[src/rtl/radio_state_residency_energy_defines.svh]
// ----------------------------------------------------------------------------
// Radio state residency energy counter: assertion macros
// Concurrent checks on clk, disabled while rst_n is low.
// ----------------------------------------------------------------------------
`ifndef RADIO_STATE_RESIDENCY_ENERGY_DEFINES_SVH
`define RADIO_STATE_RESIDENCY_ENERGY_DEFINES_SVH

`ifndef NO_ASSERTIONS

// same-cycle implication
`define RSRE_ASSERT_SAME(lbl, ck, rn, ante, cons) \
    lbl: assert property (@(posedge ck) disable iff (!rn) (ante) |-> (cons)) \
        else $error("rsre check failed");

// next-cycle implication
`define RSRE_ASSERT_NEXT(lbl, ck, rn, ante, cons) \
    lbl: assert property (@(posedge ck) disable iff (!rn) (ante) |=> (cons)) \
        else $error("rsre check failed");

`else

`define RSRE_ASSERT_SAME(lbl, ck, rn, ante, cons)
`define RSRE_ASSERT_NEXT(lbl, ck, rn, ante, cons)

`endif

`endif

[src/rtl/rsre_pkg.sv]
// ----------------------------------------------------------------------------
// rsre_pkg
// Types, codes and constants shared by the residency energy counter.
// ----------------------------------------------------------------------------
package rsre_pkg;

    localparam int NODE_W   = 5;
    localparam int TIME_W   = 36;
    localparam int POWER_W  = 20;
    localparam int ENERGY_W = 58;
    localparam int PHY_W    = 3;
    localparam int CFG_IDX_W = 2;

    // energy is built from 18-bit halves of each total
    localparam int HALF_W    = 18;
    localparam int PROD_W    = POWER_W + HALF_W;
    localparam int MAC_STEPS = 8;
    localparam int STEP_W    = $clog2(MAC_STEPS + 1);

    localparam logic [POWER_W-1:0] TX_POWER_RST   = 20'd52200;
    localparam logic [POWER_W-1:0] RX_POWER_RST   = 20'd59100;
    localparam logic [POWER_W-1:0] IDLE_POWER_RST = 20'd1278;
    localparam logic [POWER_W-1:0] OFF_POWER_RST  = 20'd60;

    typedef enum logic [1:0] {
        CLS_TX   = 2'd0,
        CLS_RX   = 2'd1,
        CLS_IDLE = 2'd2,
        CLS_OFF  = 2'd3
    } pwr_class_t;

    typedef enum logic [PHY_W-1:0] {
        PHY_BUSY_TX   = 3'd0,
        PHY_BUSY_RX   = 3'd1,
        PHY_IDLE      = 3'd2,
        PHY_RX_ON     = 3'd3,
        PHY_TX_ON     = 3'd4,
        PHY_TRX_OFF   = 3'd5,
        PHY_FORCE_OFF = 3'd6,
        PHY_OTHER     = 3'd7
    } phy_state_t;

    typedef enum logic [CFG_IDX_W-1:0] {
        REG_TX_POWER   = 2'd0,
        REG_RX_POWER   = 2'd1,
        REG_IDLE_POWER = 2'd2,
        REG_OFF_POWER  = 2'd3
    } cfg_reg_t;

    typedef enum logic {
        MODE_CHANGE = 1'b0,
        MODE_CLOSE  = 1'b1
    } mode_t;

    typedef enum logic [2:0] {
        ST_CLEAR,
        ST_IDLE,
        ST_DELTA,
        ST_ACCUM,
        ST_MAC,
        ST_OUT
    } state_t;

    typedef struct packed {
        logic              mode;
        logic [NODE_W-1:0] node;
        logic [TIME_W-1:0] time_us;
        logic [PHY_W-1:0]  phy_state;
    } in_item_t;

    typedef struct packed {
        logic [NODE_W-1:0]   out_node;
        logic [TIME_W-1:0]   tx_time_us;
        logic [TIME_W-1:0]   rx_time_us;
        logic [TIME_W-1:0]   idle_time_us;
        logic [TIME_W-1:0]   off_time_us;
        logic [ENERGY_W-1:0] energy_pj;
    } out_item_t;

    // one node's table entry
    typedef struct packed {
        logic [TIME_W-1:0] last_time;
        pwr_class_t        last_class;
        logic [TIME_W-1:0] tx_total;
        logic [TIME_W-1:0] rx_total;
        logic [TIME_W-1:0] idle_total;
        logic [TIME_W-1:0] off_total;
    } entry_t;

    localparam entry_t ENTRY_RST = '{
        last_time:  '0,
        last_class: CLS_OFF,
        tx_total:   '0,
        rx_total:   '0,
        idle_total: '0,
        off_total:  '0
    };

    // map a phy state onto its power class; every other state counts as idle
    function automatic pwr_class_t class_of(input logic [PHY_W-1:0] phy);
        pwr_class_t cls;
        unique case (phy) inside
            PHY_BUSY_TX:                cls = CLS_TX;
            PHY_BUSY_RX:                cls = CLS_RX;
            PHY_TRX_OFF, PHY_FORCE_OFF: cls = CLS_OFF;
            default:                    cls = CLS_IDLE;
        endcase
        return cls;
    endfunction

endpackage

[src/rtl/rsre_mac.sv]
// ----------------------------------------------------------------------------
// rsre_mac
// Shared multiply-accumulate: power times one 18-bit half of a total per
// issue, product registered, then added into the energy sum.
// ----------------------------------------------------------------------------
module rsre_mac (
    input  logic                             clk,
    input  logic                             rst_n,
    input  logic                             clr,
    input  logic                             issue,
    input  logic                             hi,
    input  logic [rsre_pkg::POWER_W-1:0]     a,
    input  logic [rsre_pkg::HALF_W-1:0]      b,
    output logic [rsre_pkg::ENERGY_W-1:0]    acc
);

    logic                          vld_reg;
    logic                          hi_reg;
    logic [rsre_pkg::PROD_W-1:0]   prod_reg;
    logic [rsre_pkg::ENERGY_W-1:0] acc_reg;
    logic [rsre_pkg::ENERGY_W-1:0] addend;

    // multiply stage control
    always_ff @(posedge clk or negedge rst_n)
    begin
        if (!rst_n)
        begin
            vld_reg <= 1'b0;
            hi_reg  <= 1'b0;
        end
        else
        begin
            vld_reg <= issue;
            hi_reg  <= hi;
        end
    end

    // multiply stage
    always_ff @(posedge clk)
    begin
        if (issue)
        begin
            prod_reg <= rsre_pkg::PROD_W'(a) * rsre_pkg::PROD_W'(b);
        end
    end

    // align the product to its half
    always_comb
    begin
        if (hi_reg)
        begin
            addend = rsre_pkg::ENERGY_W'({prod_reg, {rsre_pkg::HALF_W{1'b0}}});
        end
        else
        begin
            addend = rsre_pkg::ENERGY_W'(prod_reg);
        end
    end

    // accumulate stage
    always_ff @(posedge clk)
    begin
        if (clr)
        begin
            acc_reg <= '0;
        end
        else if (vld_reg)
        begin
            acc_reg <= acc_reg + addend;
        end
    end

    assign acc = acc_reg;

endmodule

[config.mk]
export PLATFORM = sky130hd
export DESIGN_NAME = rsre_mac
export DESIGN_NICKNAME = d
export VERILOG_FILES = /design/src/rtl/radio_state_residency_energy_defines.svh /design/src/rtl/rsre_pkg.sv /design/src/rtl/rsre_mac.sv
export SDC_FILE = /design/constraint.sdc
export NUM_CORES = 1
export LEC_CHECK = 0
export BUFFER_PORTS_ARGS = -buffer_cell sky130_fd_sc_hd__buf_2
export CAP_MARGIN = 20
export CORE_ASPECT_RATIO = 1.2
export CORE_MARGIN = 1.5
export CORE_UTILIZATION = 45
export CTS_BUF_LIST = sky130_fd_sc_hd__clkbuf_8
export DETAILED_ROUTE_END_ITERATION = 7
export GPL_TIMING_DRIVEN = 0
export PLACE_DENSITY = 0.62
export SETUP_SLACK_MARGIN = 0.4
export SLEW_MARGIN = 20
export SYNTH_ARGS = -nofsm -noshare
export SYNTH_HDL_FRONTEND = slang
export SYNTH_SLANG_ARGS = --single-unit
[constraint.sdc]
create_clock -name clk -period 6.4 [get_ports clk]
set_clock_uncertainty 0.15 [all_clocks]
set_input_delay 1.28 -clock clk [delete_from_list [all_inputs] [get_ports clk]]
set_output_delay 1.28 -clock clk [all_outputs]
set_load 0.03 [all_outputs]
==> run metrics <==
CTS tree yes; Area contributors post-synth fa_1, ha_1, inv_1, dfxtp_1, edfxtp_1; Final Hold Fails 0; clk_lat worst skew 0.41 ns; DIE WIDTH 189 um; count leader, synth inv_1; GRT Residual Overflow 0; synthesized area about 0.019 mm^2; Clock transition at path regs 0.10 ns; max reg flops a little under 60; startpoint types primary input; Cell variety after synth between 70 and 80; critical path class primary input to flop; Crit-path slowest cell fa_1; Die Ht between 200 and 250 um; RePlAce Congestion around 0.96; Initial Util between 40% and 50%; Worst Hold Slack 0.329 ns; buffers and inverters on the worst path 7; Post-synth EDFFs 38; CP max FO 9; async set-reset flop share out of synthesis roughly 2%; top cells by count, synth inv_1, nand2_1, fa_1; HPWL after DPL 45,800 um; first-pass GRT wire length slightly below 90,000 um; # DRC 0; Max clock buf depth 2; RSZ-0062 raised after global routing yes; Critical Path RT between 6 and 7 ns; violated checks negative setup slack; ANT cells 0; hold crit path type flop to flop; synthesized flop and latch total 98; post-layout instance area 0.0221 mm^2; H-tree levels 3; Syn Inst Count 2,182; max incr delay on CP 0.56 ns; DR WL/cell 19.9 um; IO Port Bufs between 70 and 80; DP Area 0.0202 mm^2; layout cells sized above 1 17.7%; most used cell, CP fa_1; DR vias/cell 5.40; post-synthesis net count 2,682; Yosys warning total 0; Setup-failing EPs final 14; PnR worst setup slack -0.503 ns; Pre-Repair DR Iteration Count 6; initial DRC count 973; arrival time at the worst endpoint ~6.9 ns; root buffer cell clkbuf_8; sequential area share after synthesis 12.6%; Worst Max-Slew Pin Slew 0.893 ns; Avg Inst Size Synth 8.56 um^2; top_reg_cell synth dfxtp_1; CP endpoint kind flop; final WL 57,700 um; status complete, but fails checks; antenna violations before repair 0; row count 81; CTS Hold Bufs 0; gr usage total 27.3%; Max-Cap Viols 0; via count between 15,000 and 20,000; Min Clock Period, post-route 6.90 ns; headroom to the max-slew limit 40.5%; Tcrit/Tclk final 108%; I/O pins between 100 and 150; largest net degree at the start of global routing 40; Top delay family on crit path adder cells; fmax 145 MHz; most area-hungry cell type in the Yosys netlist fa_1; CTS buffer count 9; Final Max Tran Viols 0; Core Region 0.0408 mm^2; Yosys top cell area share 31.0%; Routed Antenna Nets 0; clk sinks 98; full die area 0.0427 mm^2; Final #Nets 2,858; Area growth syn-to-layout 18.3%; vias in the first global route 16,249
## kinds of logic after synthesis
kind of cell               count (synthesis)  share of synthesized area (%)
buffers and inverters                    490                           9.90
and+or+nand+nor                          704                           18.1
DFF                                       98                           12.6
AOI/OAI and AO/OA                        306                           10.8
xor gates and xnor gates                  77                           3.61
adders and majority gates                457                           42.2
muxes                                     50                           2.83
## metrics by stage
stage	std cells	utilization, %	setup WS, ns	setup TNS [ns]
detailed placement	2795	49.3	-1.55	-18.80
global placement	2795	49.3	-1.52	-17.43
finish	2902	54.1	-0.503	-4.32
CTS	2855	52.4	-0.529	-2.99
floorplan	2182	-	-0.516	-2.42
global route	2902	54.1	-0.635	-6.31
## worst reg2reg max path: stages, from the launching register on
cell	delay, ns
dfrtp_1	0.41
clkbuf_1	0.45
buf_1	0.49
nor2b_1	0.17
ha_1	0.41
a21oi_1	0.23
o21ai_0	0.13
o21ai_0	0.37
a211oi_1	0.24
a2111oi_2	0.67
nor2_1	0.12
a31oi_1	0.52
nor2_1	0.13
mux2_1	0.34
o221ai_1	0.07
## worst paths after layout
path,startpoint,endpoint,slack (ns),cells past startpoint
hold reg to reg,acc[51]$_SDFFE_PP0P_,acc[51]$_SDFFE_PP0P_,0.33,2
max in group asynchronous,rst_n,hi_reg$_DFF_PN0_,5.50,1
setup / recovery,a[11],prod_reg[34]$_DFFE_PP_,-0.50,25
hold / removal,acc[51]$_SDFFE_PP0P_,acc[51]$_SDFFE_PP0P_,0.33,2
setup reg to reg,hi_reg$_DFF_PN0_,acc[52]$_SDFFE_PP0P_,1.43,14
min in group asynchronous,rst_n,vld_reg$_DFF_PN0_,0.50,1
## timing repair
action | 4_1_cts | 5_1_grt
pin swaps | 72 | 86
endpoints found under the hold margin | 0 | 0
resized for setup | 157 | 114
setup buffers | 41 | 47
endpoints found under the setup margin | 26 | 23
cloned | 3 | 0
## area by class of cell
| class | instances | area (um^2) |
|---|---|---|
| clock buffers | 11 | 151 |
| clock inverters | 5 | 83.8 |
| multi-input cells | 1594 | 15100 |
| flip-flops and latches | 98 | 2350 |
| plain buffers | 114 | 1100 |
| inverters | 376 | 1410 |
| fillers | 3802 | 18700 |
| repair buffers | 165 | 1250 |
| well taps | 539 | 674 |
## per-layer routing
layer	part of all wire [%]	track usage, %
met1	40	32.4
met2	51	49.7
met3	4.9	2.78
met4	4.5	12.2
met5	0	0
## placed cells by master, fill, tap and decap left out, drive strengths merged, types with 16 or more instances in the layout
cell type  count
and2         171
mux2i         28
nor2b         29
xor2          27
nand3         19
a21oi        104
buf          182
xnor2         50
nor2         109
a211oi        16
fa           289
o21bai        20
inv          378
mux2          22
edfxtp        38
o21ai         54
nand4         22
nand2        296
dfxtp         58
a21o          34
clkbuf       108
ha           168
Power is not shown: default switching activity piles up to over one toggle a cycle in this logic, so the estimate is an artifact.
